`src/sv/octb_pkg.sv`:
```
// Shared types and character constants for the octal-to-binary text converter.
package octb_pkg;

  typedef logic [7:0] char_t;

  // Default longest token that is still converted
  localparam int MAX_DIGITS_DEF = 16;

  localparam char_t CH_ZERO    = 8'h30;
  localparam char_t CH_ONE     = 8'h31;
  localparam char_t CH_SPACE   = 8'h20;
  localparam char_t CH_COMMA   = 8'h2C;
  localparam char_t CH_NEWLINE = 8'h0A;

  // Upper five bits shared by the ASCII digits '0'..'7'
  localparam logic [4:0] OCT_PREFIX = 5'b00110;

endpackage

```
`src/sv/octal_token_to_binary_text_core.sv`:
```
// Top level: octal token to binary text converter with a one-character emitter.
//
// One input character is taken per transfer while the block sits in its idle
// state. A character that ends a token or a line (space, comma, newline or the
// end-of-input mark) starts the emitter when there is a token or newline to
// send; it sends one output character per cycle, while out_ready does not hold
// it off, from a single output register: an optional separating space, three
// characters per buffered digit and an optional newline. The input is not
// ready until the item's last character is in the output register; other
// items leave the input ready. Tokens of more than MAX_DIGITS digits, or
// holding any character that is not an octal digit, are dropped. last_of_run
// marks the final character of each item.
module octal_token_to_binary_text_core #(
  parameter int MAX_DIGITS = octb_pkg::MAX_DIGITS_DEF
) (
  input  logic           clk,
  input  logic           rst_n,
  input  logic           in_valid,
  output logic           in_ready,
  input  octb_pkg::char_t in_char_in,
  input  logic           in_end_of_input,
  output logic           out_valid,
  input  logic           out_ready,
  output octb_pkg::char_t out_char_out,
  output logic           out_last_of_run
);
  import octb_pkg::*;

  localparam int CW = $clog2(MAX_DIGITS + 1);
  localparam int IW = (MAX_DIGITS > 1) ? $clog2(MAX_DIGITS) : 1;
  localparam logic [CW-1:0] MAX_CNT = CW'(MAX_DIGITS);

  localparam logic ST_IDLE = 1'b0;
  localparam logic ST_EMIT = 1'b1;

  logic          state_r, state_nxt;
  logic [2:0]    buf_r [MAX_DIGITS];
  logic [CW-1:0] count_r, count_nxt;
  logic          skip_r, skip_nxt;
  logic          line_has_r, line_has_nxt;

  // emitter plan
  logic          space_pend_r, space_pend_nxt;
  logic          nl_pend_r, nl_pend_nxt;
  logic [CW-1:0] len_r, len_nxt;
  logic [CW-1:0] idx_r, idx_nxt;
  logic [1:0]    bit_r, bit_nxt;

  // output register
  logic          out_valid_r, out_valid_nxt;
  char_t         out_char_r, out_char_nxt;
  logic          out_last_r, out_last_nxt;

  logic acc, step, line_end, sep, is_oct, flush, nl_now, wr_digit;
  logic [2:0] cur_digit;
  logic       cur_bit;

  assign in_ready        = (state_r == ST_IDLE);
  assign out_valid       = out_valid_r;
  assign out_char_out    = out_char_r;
  assign out_last_of_run = out_last_r;

  assign acc  = in_valid && in_ready;
  assign step = (state_r == ST_EMIT) && (!out_valid_r || out_ready);

  // classify the incoming character
  assign line_end = in_end_of_input || (in_char_in == CH_NEWLINE);
  assign sep      = line_end || (in_char_in == CH_SPACE) || (in_char_in == CH_COMMA);
  assign is_oct   = (in_char_in[7:3] == OCT_PREFIX);
  assign flush    = sep && !skip_r && (count_r != '0);
  assign nl_now   = line_end && (line_has_r || flush);
  assign wr_digit = acc && !sep && !skip_r && is_oct && (count_r < MAX_CNT);

  assign cur_digit = buf_r[idx_r[IW-1:0]];
  assign cur_bit   = cur_digit[bit_r];

  // token tracking and emitter sequencing
  always_comb begin
    state_nxt      = state_r;
    count_nxt      = count_r;
    skip_nxt       = skip_r;
    line_has_nxt   = line_has_r;
    space_pend_nxt = space_pend_r;
    nl_pend_nxt    = nl_pend_r;
    len_nxt        = len_r;
    idx_nxt        = idx_r;
    bit_nxt        = bit_r;
    out_char_nxt   = out_char_r;
    out_last_nxt   = out_last_r;
    out_valid_nxt  = out_ready ? 1'b0 : out_valid_r;

    if (acc) begin
      if (sep) begin
        count_nxt      = '0;
        skip_nxt       = 1'b0;
        space_pend_nxt = flush && line_has_r;
        nl_pend_nxt    = nl_now;
        len_nxt        = flush ? count_r : '0;
        idx_nxt        = '0;
        bit_nxt        = 2'd2;
        if (line_end) begin
          line_has_nxt = 1'b0;
        end else if (flush) begin
          line_has_nxt = 1'b1;
        end
        if (flush || nl_now) begin
          state_nxt = ST_EMIT;
        end
      end else if (!skip_r) begin
        if (wr_digit) begin
          count_nxt = count_r + 1'b1;
        end else begin
          count_nxt = '0;
          skip_nxt  = 1'b1;
        end
      end
    end

    if (step) begin
      out_valid_nxt = 1'b1;
      if (space_pend_r) begin
        out_char_nxt   = CH_SPACE;
        out_last_nxt   = 1'b0;
        space_pend_nxt = 1'b0;
      end else if (idx_r < len_r) begin
        out_char_nxt = cur_bit ? CH_ONE : CH_ZERO;
        out_last_nxt = (idx_r == len_r - 1'b1) && (bit_r == 2'd0) && !nl_pend_r;
        if (bit_r == 2'd0) begin
          bit_nxt = 2'd2;
          idx_nxt = idx_r + 1'b1;
        end else begin
          bit_nxt = bit_r - 1'b1;
        end
        if (out_last_nxt) begin
          state_nxt = ST_IDLE;
        end
      end else begin
        out_char_nxt = CH_NEWLINE;
        out_last_nxt = 1'b1;
        nl_pend_nxt  = 1'b0;
        state_nxt    = ST_IDLE;
      end
    end
  end

  // control registers
  always_ff @(posedge clk) begin
    if (!rst_n) begin
      state_r      <= ST_IDLE;
      count_r      <= '0;
      skip_r       <= 1'b0;
      line_has_r   <= 1'b0;
      space_pend_r <= 1'b0;
      nl_pend_r    <= 1'b0;
      len_r        <= '0;
      idx_r        <= '0;
      bit_r        <= 2'd2;
      out_valid_r  <= 1'b0;
    end else begin
      state_r      <= state_nxt;
      count_r      <= count_nxt;
      skip_r       <= skip_nxt;
      line_has_r   <= line_has_nxt;
      space_pend_r <= space_pend_nxt;
      nl_pend_r    <= nl_pend_nxt;
      len_r        <= len_nxt;
      idx_r        <= idx_nxt;
      bit_r        <= bit_nxt;
      out_valid_r  <= out_valid_nxt;
    end
  end

  // payload registers and digit buffer
  always_ff @(posedge clk) begin
    out_char_r <= out_char_nxt;
    out_last_r <= out_last_nxt;
    if (wr_digit) begin
      buf_r[count_r[IW-1:0]] <= in_char_in[2:0];
    end
  end

`ifndef SYNTHESIS
  // end of input leaves the tracking state cleared
  a_eoi_clears: assert property (@(posedge clk) disable iff (!rst_n)
    acc && in_end_of_input |=> (count_r == '0) && !skip_r && !line_has_r)
    else $error("state not cleared after end of input");

  // digit count never passes the buffer depth
  a_count_bound: assert property (@(posedge clk) disable iff (!rst_n)
    count_r <= MAX_CNT)
    else $error("digit count overflow");

  // emitter always has something left to send
  a_emit_work: assert property (@(posedge clk) disable iff (!rst_n)
    (state_r == ST_EMIT) |-> (space_pend_r || nl_pend_r || (idx_r < len_r)))
    else $error("emitter active with nothing to send");

  // only binary digits, space and newline leave the block
  a_out_chars: assert property (@(posedge clk) disable iff (!rst_n)
    out_valid_r |-> (out_char_r == CH_ZERO) || (out_char_r == CH_ONE) ||
                    (out_char_r == CH_SPACE) || (out_char_r == CH_NEWLINE))
    else $error("unexpected output character");
`endif

endmodule

```
`config.mk`:
```
export PLATFORM = sky130hd
export DESIGN_NAME = octal_token_to_binary_text_core
export DESIGN_NICKNAME = d
export VERILOG_FILES = /design/src/sv/octb_pkg.sv /design/src/sv/octal_token_to_binary_text_core.sv
export SDC_FILE = /design/constraint.sdc
export NUM_CORES = 1
export LEC_CHECK = 0
export ABC_CLOCK_PERIOD_IN_PS = 3370
export BUFFER_PORTS_ARGS = -buffer_cell sky130_fd_sc_hd__buf_2
export CORE_UTILIZATION = 50
export DETAILED_ROUTE_END_ITERATION = 8
export PLACE_DENSITY = 0.67
export SLEW_MARGIN = 5
export SYNTH_ARGS = -nofsm -noshare
export SYNTH_HDL_FRONTEND = slang
export SYNTH_SLANG_ARGS = --single-unit
```
`constraint.sdc`:
```
create_clock -name clk -period 3.37 [get_ports clk]
set_clock_uncertainty 0.05 [all_clocks]
set_input_delay 0.1685 -clock clk [delete_from_list [all_inputs] [get_ports clk]]
set_output_delay 0.1685 -clock clk [all_outputs]
set_load 0.03 [all_outputs]
```
==> flow_summary.yaml <==
pwr:
  vdd_drop_max_v: 0.0003359
  leakage_nw: 1.291
  powerDensity_nw_per_um2: 425.3
place:
  gp_congestion: 0.8204
  place_hpwl_mm: 5.077
  pre_cts_ws_ps: 928.9
  numPortBuffers: 20
critical_path:
  critPathMaxStageDelay_ps: 640
  crit_cells: 7
  cpMaxStageDelayCell: "dfxtp_1"
  reg2reg_to: "idx_r[0]$_SDFF_PN0_"
  timing.rr.start: "idx_r[1]$_SDFF_PN0_"
  crit_family: "simple AND/OR/NAND/NOR gates"
  reg2regPathDepth: 7
  critPathMaxFanout: 13
  critical_path_class: "flip-flop to flip-flop"
  reg2reg_slack_ps: 890
  start_kind: "flip-flop"
  required_ps: 3610
  cp-startpoint: "idx_r[1]$_SDFF_PN0_"
  cp-end-kind: "flip-flop"
  path_cells: "ha_1, nor2b_1, o211ai_1, a21boi_0, nor4_4, mux2i_1, and2_1"
  crit_buf_inv: 0
  critPathArrivalTime_ps: 2710
clock_tree:
  cts_tree: "done"
  postCtsHoldBufs: 0
  clock-root-buffer: "clkbuf_8"
  clkLatencyLatePin_ps: 340
  cts_htree_levels: 3
  cts_buffer_depth: 2
  cts_buffers: 9
  cts.reportedPaths.clkPinSlew_ps: 80
  post_cts_resized: 0
  post_cts_buffers: 0
  cts.sinks: 76
timing:
  drv_slew: 0
  finalWorstSetupSlack_ps: 891.6
  relSlewSlack_pct: 35.67
  grt_setup_unrepaired: "false"
  worst_slew_pin_slew_ps: 964.9
  max_freq_ghz: 0.4035
  period_share_pct: 73.54
  final.min_clock_period_ps: 2478
  final-hold-violation-count: 0
  setup-violations-final: 0
  setup-tns-final_ps: 0
yosys:
  syn-cell-area_um2: 3606
  avgSynthCellArea_um2: 11.59
  synth_edf_count: 53
  ys.flop_type: "edfxtp_1"
  async_reset_ff_share_pct: 0
  syn_inst: 311
  synth.area.top_cells: "edfxtp_1 (44%), dfxtp_1 (13%), ha_1 (4.5%), mux4_2 (4.4%), nor2_1 (3.9%)"
  ys_seq_area_share_pct: 56.90
  synth_top_area_cell: "edfxtp_1"
  netlist-cell-type-count: 48
  netlist.area_leader.share_pct: 44.14
  ys_seq_elements: 76
  synth_common_cells: "edfxtp_1 (53), nor2_1 (37), dfxtp_1 (23)"
  synthMostInstantiatedCell: "edfxtp_1"
  yosys_warnings: 0
global_route:
  grt_pass1_wl_mm: 11.60
  grt_util_all_layers_pct: 21.06
  grt_pass1_vias: 2273
  grt_overflow: 0
  grt_max_degree: 24
  antenna_found_initial: 0
final_layout:
  areaGrowthSynthToFinish_pct: 9.750
  drive_above_1_share_pct: 16.67
  n_antenna_cell: 0
  multiInputGateArea_um2: 1409
  fin_nets: 357
  fill_cells: 569
  register_area_um2: 2052
drt:
  vias: 2401
  post_drt_wl_per_cell_um: 16.22
  drt-initial-drc-count: 102
  drtAntennaViolNets: 0
  via_per_inst: 5.558
  wl_mm: 7.005
  drt_pass1_iterations: 4
  remaining_drc_errors: 0
min_path:
  hold_start: "rst_n"
  whs_path_depth: 2
  hold_class: "input port to flip-flop"
  hold_path_end: "bit_r[1]$_SDFF_PN1_"
die:
  ios: 24
  die_height_um: 86.93
  dieArea_um2: 7556
  initial_utilization_pct: 52.50
  die_x_um: 86.93
  num_rows: 30
  design.core.area_um2: 6869
run_status:
  status: "complete, no violations"
job:
  max_cap_violations: 0
registers in the layout (all words and copies together) (netlist names):
signal           count
line_has_r           1
space_pend_r         1
nl_pend_r            1
idx_r                5
state_r              1
len_r                5
bit_r                2
count_r              5
buf_r               48
out_last_of_run      1
out_valid            1
out_char_out         4
skip_r               1
cell type report:
type / instances / area share [%]
clock buffers: 9 / 3.130
clock inverters: 7 / 1.486
inverters: 17 / 1.612
multi-input cells: 203 / 35.60
flip-flops and latches: 76 / 51.85
well taps: 96 / 3.035
repair buffers: 24 / 3.288
logic make-up after synthesis:
| logic type | synth area share (%) |
|---|---|
| simple gates | 16.03 |
| buf+inv | 4.233 |
| other cells | 0.1040 |
| fa+ha+maj | 4.511 |
| compound gates | 8.606 |
| flops | 56.90 |
| xor+xnor | 1.457 |
| mux | 8.154 |
placed cells by master, fill, tap and decap left out, types with 13 or more instances in the layout:
| cell type | instances |
|---|---|
| nand2_1 | 20 |
| a21oi_1 | 16 |
| ha_1 | 13 |
| nor3_1 | 16 |
| buf_2 | 20 |
| edfxtp_1 | 53 |
| nor2_1 | 37 |
| inv_1 | 16 |
| dfxtp_1 | 23 |
per-layer routing:
metal	vias to the layer above	GRT usage (%)	routed length [um]	share of wire (%)
li1	1181	-	-	-
met1	1143	28.53	3181	45
met2	67	33.21	3352	48
met3	10	4.550	354	5.1
met4	0	8.333	117	1.7
met5	-	0	0	0
worst max-delay path by stage:
stage                       endpoint  slack [ps]
6_report         idx_r[0]$_SDFF_PN0_         890
5_1_grt          idx_r[0]$_SDFF_PN0_         710
4_1_cts          idx_r[0]$_SDFF_PN0_         910
3_5_place_dp   buf_r[9][0]$_DFFE_PP_         930
3_3_place_gp   buf_r[3][1]$_DFFE_PP_         960
2_1_floorplan     state_r$_SDFF_PN0_         980
through the flow:
step	hold WS, ps	cells	power [mW]	area (um^2)	utilization (%)
after floorplan	217.4	313	1.052	3613	-
after global placement	410.1	416	1.075	3775	54.95
after detailed placement	404.6	416	1.075	3775	54.95
after CTS	43.84	432	1.692	3958	57.61
after global routing	43.46	432	1.739	3958	57.61
final	60.62	432	1.683	3958	57.61
power by group:
group	switching, mW	internal [mW]
Clock	0.354	0.276
Sequential	0.00311	0.997
Combinational	0.0376	0.0156
(Power assumes the default switching activity.)
